File: config.mk
export PLATFORM = sky130hd
export DESIGN_NAME = cib_coef
export DESIGN_NICKNAME = d
export VERILOG_FILES = /design/src/design/cib_pkg.sv /design/src/design/cib_coef.sv
export SDC_FILE = /design/constraint.sdc
export NUM_CORES = 1
export LEC_CHECK = 0
export BUFFER_PORTS_ARGS = -buffer_cell sky130_fd_sc_hd__buf_4
export CAP_MARGIN = 30
export CORE_ASPECT_RATIO = 1.1
export CORE_MARGIN = 8
export CORE_UTILIZATION = 49
export CTS_CLUSTER_SIZE = 40
export DETAILED_ROUTE_END_ITERATION = 10
export GPL_ROUTABILITY_DRIVEN = 0
export GPL_TIMING_DRIVEN = 0
export MAX_ROUTING_LAYER = met4
export PLACE_DENSITY = 0.81
export SKIP_LAST_GASP = 1
export SLEW_MARGIN = 0
export SYNTH_ARGS = -nofsm -noshare
export SYNTH_HDL_FRONTEND = slang
export SYNTH_SLANG_ARGS = --single-unit
File: constraint.sdc
create_clock -name i_clk -period 1.2 [get_ports i_clk]
set_input_delay 0.18 -clock i_clk [delete_from_list [all_inputs] [get_ports i_clk]]
set_output_delay 0.18 -clock i_clk [all_outputs]
set_load 0.05 [all_outputs]
File: src/design/cib_pkg.sv
package cib_pkg;

    // Default widths
    localparam int SAMPLE_BITS_DEF    = 16;
    localparam int COEF_BITS_DEF      = 20;
    localparam int COEF_FRAC_BITS_DEF = 16;

    // Five taps: three feed-forward, two feedback
    localparam int NUM_TAPS  = 5;
    localparam int CFG_IDX_W = 3;

    // Register indexes on the configuration port
    typedef enum logic [CFG_IDX_W-1:0] {
        CFG_FEED_TAP0 = 3'd0,
        CFG_FEED_TAP1 = 3'd1,
        CFG_FEED_TAP2 = 3'd2,
        CFG_BACK_TAP1 = 3'd3,
        CFG_BACK_TAP2 = 3'd4
    } t_cfg_idx;

endpackage

File: src/design/cib_coef.sv
module cib_coef #(
    parameter int COEF_BITS      = cib_pkg::COEF_BITS_DEF,
    parameter int COEF_FRAC_BITS = cib_pkg::COEF_FRAC_BITS_DEF
) (
    input  logic                                 i_clk,
    input  logic                                 i_rst_n,
    input  logic                                 i_cfg_we,
    input  logic [cib_pkg::CFG_IDX_W-1:0]        i_cfg_idx,
    input  logic [COEF_BITS-1:0]                 i_cfg_data,
    output logic signed [COEF_BITS-1:0]          o_coef [cib_pkg::NUM_TAPS]
);
    import cib_pkg::*;

    // Unity gain on the current input; wraps to -1.0 if COEF_FRAC_BITS is COEF_BITS-1, zero if larger
    localparam logic [COEF_BITS-1:0] COEF_ONE = COEF_BITS'(1) << COEF_FRAC_BITS;

    logic signed [COEF_BITS-1:0] r_coef [NUM_TAPS];

    // Coefficient bank; writes to unused indexes are dropped
    always_ff @(posedge i_clk) begin
        if (!i_rst_n) begin
            r_coef[0] <= $signed(COEF_ONE);
            r_coef[1] <= '0;
            r_coef[2] <= '0;
            r_coef[3] <= '0;
            r_coef[4] <= '0;
        end else if (i_cfg_we) begin
            case (i_cfg_idx)
                CFG_FEED_TAP0: r_coef[0] <= $signed(i_cfg_data);
                CFG_FEED_TAP1: r_coef[1] <= $signed(i_cfg_data);
                CFG_FEED_TAP2: r_coef[2] <= $signed(i_cfg_data);
                CFG_BACK_TAP1: r_coef[3] <= $signed(i_cfg_data);
                CFG_BACK_TAP2: r_coef[4] <= $signed(i_cfg_data);
                default: ;
            endcase
        end
    end

    assign o_coef = r_coef;

endmodule

# Word level (Yosys, flattened, before mapping)
# Cells that the tools add are included.
# totals
register_bits	100
out_inout_bits	100
wordCells	15
# classes
eq_ne	4
reduce_logical	6
# ops
operator	count
$reduce_and 2->1	5
$eq 3x2->1 const B	2
$eq 3x1->1 const B	1
$eq 3x3->1 const B	1
$logic_not 3->1	1

# Longest topological paths before layout
# logic_depth
word_depth	2
ltp_mapped	4
mapped_depth_nobuf	2

# Worst setup path before layout
# Ideal clock, no wire load.
# synth_path
path_type	input -> register
start	input i_cfg_idx[0] in the netlist's numbering
end	register r_coef (netlist bit o_coef[80])
setup_time_ns	0.072
arrival_time_ns	0.846
required_time_ns	1.128
setup_slack_ns	0.282
cell_stages	3
path_cell_list	nor4b_4 -> buf_6 -> mux2i_1
# synth_via
elab_chain_cells	2
# synth_rtl
element	line	rtl
from (decl)	cib_coef.sv:8	input logic [cib_pkg::CFG_IDX_W-1:0] i_cfg_idx,
$logic_not 3->1	cib_coef.sv:28	case (i_cfg_idx)
$reduce_and 2->1 (no line)	-	
to (decl)	cib_coef.sv:17	logic signed [COEF_BITS-1:0] r_coef [NUM_TAPS];
# No other way between the ends.
# A chain may end at the register's enable or synchronous reset.

# Worst setup path in the final report
# layout_path
start	register r_coef (netlist bit o_coef[57])
end	output o_coef[57] in the netlist's numbering
# layout_lines
element	line	rtl
to (decl)	cib_coef.sv:10	output logic signed [COEF_BITS-1:0] o_coef [cib_pkg::NUM_TAPS]
# No word-level cell between the ends.

==> metrics <==
FF-to-FF End=o_coef[71]; Clock power frac=34.6%; Initial Util=49.79%; worst hold path depth=3; combinational power share=11.9%; I/O pin count=126; critical path class=flip-flop to output port; cell row count=33; sw frac=27.54%; total power=0.006409 W; Chip Height=106.9 um; layout net count=510; clock sinks=100; Via Count=2919; CP max stage cell=dfxtp_1; largest net degree at the start of global routing=19; count of final setup violators=0; Total Routed Length=10.18 mm; Root Driver=clkbuf_8; Max Transition Viols Final=0; Psw=0.001765 W; CTS max path bufs=2; HP Class=input port to flip-flop; worst reg2reg startpoint=o_coef[71]; Post-CTS Setup Bufs=0; Hold Buf Count CTS=0; post-synthesis cell count=349; GR Overflow Total=0; most frequent cells in the layout=buf_4 (130), nand2_1 (119), mux2i_1 (100), dfxtp_1 (100); unrepaired setup endpoints after global routing=no; DP Worst Slack=0.02159 ns; vias in the first global route=3089; Port Buffers=124; peak supply drop=780.3 uV; critical path, cell by cell=buf_4; Fin Clk Skew=0 ns; CP bufs+invs=1; Reg clk slew, reported paths=0.11 ns; Top delay family on crit path=flip-flops; Cell variety after synth=12; Internal Power=0.004644 W; TritonCTS clock tree=done; crit start category=flip-flop; leading cell type in the layout, fill and taps excluded=buf_4; die area=0.01054 mm2; WL/cell=17.67 um; Post-route DRC=0; f_max=883.8 MHz; Critical Path RT=1.02 ns; Detailed Routing Iterations Pass 1=4; initial antenna violation count=0; layout cells sized above 1=32.72%; minimum clock period=1.132 ns; Crit Path Max Fanout=2; Sequential Power Share=53.5%; H-tree levels=3; clk_lat worst skew=0.35 ns; ANT nets after route=0; Largest register FFs=100; Starting DRT DRC Count=68; GR Util All Layers=19.60%; setup TNS=0 ns; Hold Crit Start=i_cfg_data[16]; total CTS buffers=9; Setup WS post-layout=0.06848 ns; outcome=complete, no violations; CORE AREA=0.007391 mm2; leak pwr=2.465 nW; Core Util, Final=66.65%; Area Overhead vs Synth=33.87%; critical path data arrival time=0.95 ns; YS warnings=0; post-synthesis sequential area ratio=54.40%; R2R cell count=2; Crit path depth=1; Hold WS=0.09159 ns; Post-Syn Nets=375; Largest stage delay, worst path=0.38 ns; #FFs+latches synth=100; Die W=98.63 um; Antenna Cells=0; Synth Area per Inst=10.54 um2; post-DP HPWL=7.796 mm; Hold EP=o_coef[96]; Final Cycle Share=94.29%; global-route wire length before repair=15.94 mm; area of the mapped netlist=0.003680 mm2; post-CTS sizing=0; Max-Cap Viols=0; Fillers=630; reg2reg setup slack=0.55 ns; final hold violation count=0; Pwr per Cell Area=1301 mW/mm2; CP endpoint kind=output port; Least-Margin Pin Slew=0.5473 ns; Rel. slew slack=63.51%; routed vias/inst=5.068
## cells by family after synthesis
kind of cell | count (synthesis) | share of synthesized area [%]
muxes | 100 | 27.20
DFF | 100 | 54.40
and+or+nand+nor | 126 | 14.31
buffers and inverters | 23 | 4.080
## worst register-to-register path, delay by kind of cell (launching register included)
kind | cells | cell delay [ns]
mux | 1 | 0.15
flops | 1 | 0.37
simple gates | 1 | 0.06
## how the worst max path moves through the flow
stage | from | to
after floorplan | i_cfg_idx[0] | o_coef[80]
after global placement | i_cfg_idx[0] | o_coef[80]
after detailed placement | i_cfg_idx[0] | o_coef[98]
after CTS | o_coef[57] | o_coef[57]
after global routing | o_coef[57] | o_coef[57]
final | o_coef[57] | o_coef[57]
## power by group through the flow
stage          Combinational [W]  Sequential (W)  Clock [W]
2_1_floorplan           0.000235         0.00376          0
3_3_place_gp            0.000757         0.00350          0
3_5_place_dp            0.000770         0.00351          0
4_1_cts                 0.000771         0.00343    0.00226
5_1_grt                 0.000801         0.00344    0.00241
6_report                0.000762         0.00343    0.00222
## through the flow
| stage | instances | cell area, um2 |
|---|---|---|
| 6_report | 576 | 4926 |
| 5_1_grt | 576 | 4926 |
| 4_1_cts | 576 | 4926 |
| 3_5_place_dp | 560 | 4720 |
| 3_3_place_gp | 560 | 4720 |
| 2_1_floorplan | 349 | 3680 |
## cells in the mapped netlist
library cell	number	area (um2)
nand2_1	119	446.7
buf_4	6	45.04
nor4b_4	1	23.77
buf_2	9	45.04
nor2b_1	2	12.51
and4bb_1	1	12.51
clkbuf_1	4	15.01
mux2i_1	100	1001
dfxtp_1	100	2002
buf_6	4	45.04
nand4bb_1	2	22.52
nand4b_1	1	8.760
## per-layer routing
metal / GRT usage, % / vias up / routed length [um]
met4: 6.915 / 0 / 82
met3: 8.231 / 5 / 949
met2: 31.71 / 108 / 4902
met5: - / - / 0
li1: - / 1417 / -
met1: 21.25 / 1389 / 4243
## area by class of cell
type / count / area (um2) / area share [%]
Sequential cell: 100 / 2002 / 40.64
Buffer: 23 / 150.1 / 3.048
Clock buffer: 9 / 123.9 / 2.515
Multi-Input combinational cell: 226 / 1528 / 31.01
Timing Repair Buffer: 124 / 930.9 / 18.90
Clock inverter: 7 / 82.58 / 1.676
Tap cell: 87 / 108.9 / 2.210
Power figures use the tool's default switching activity.
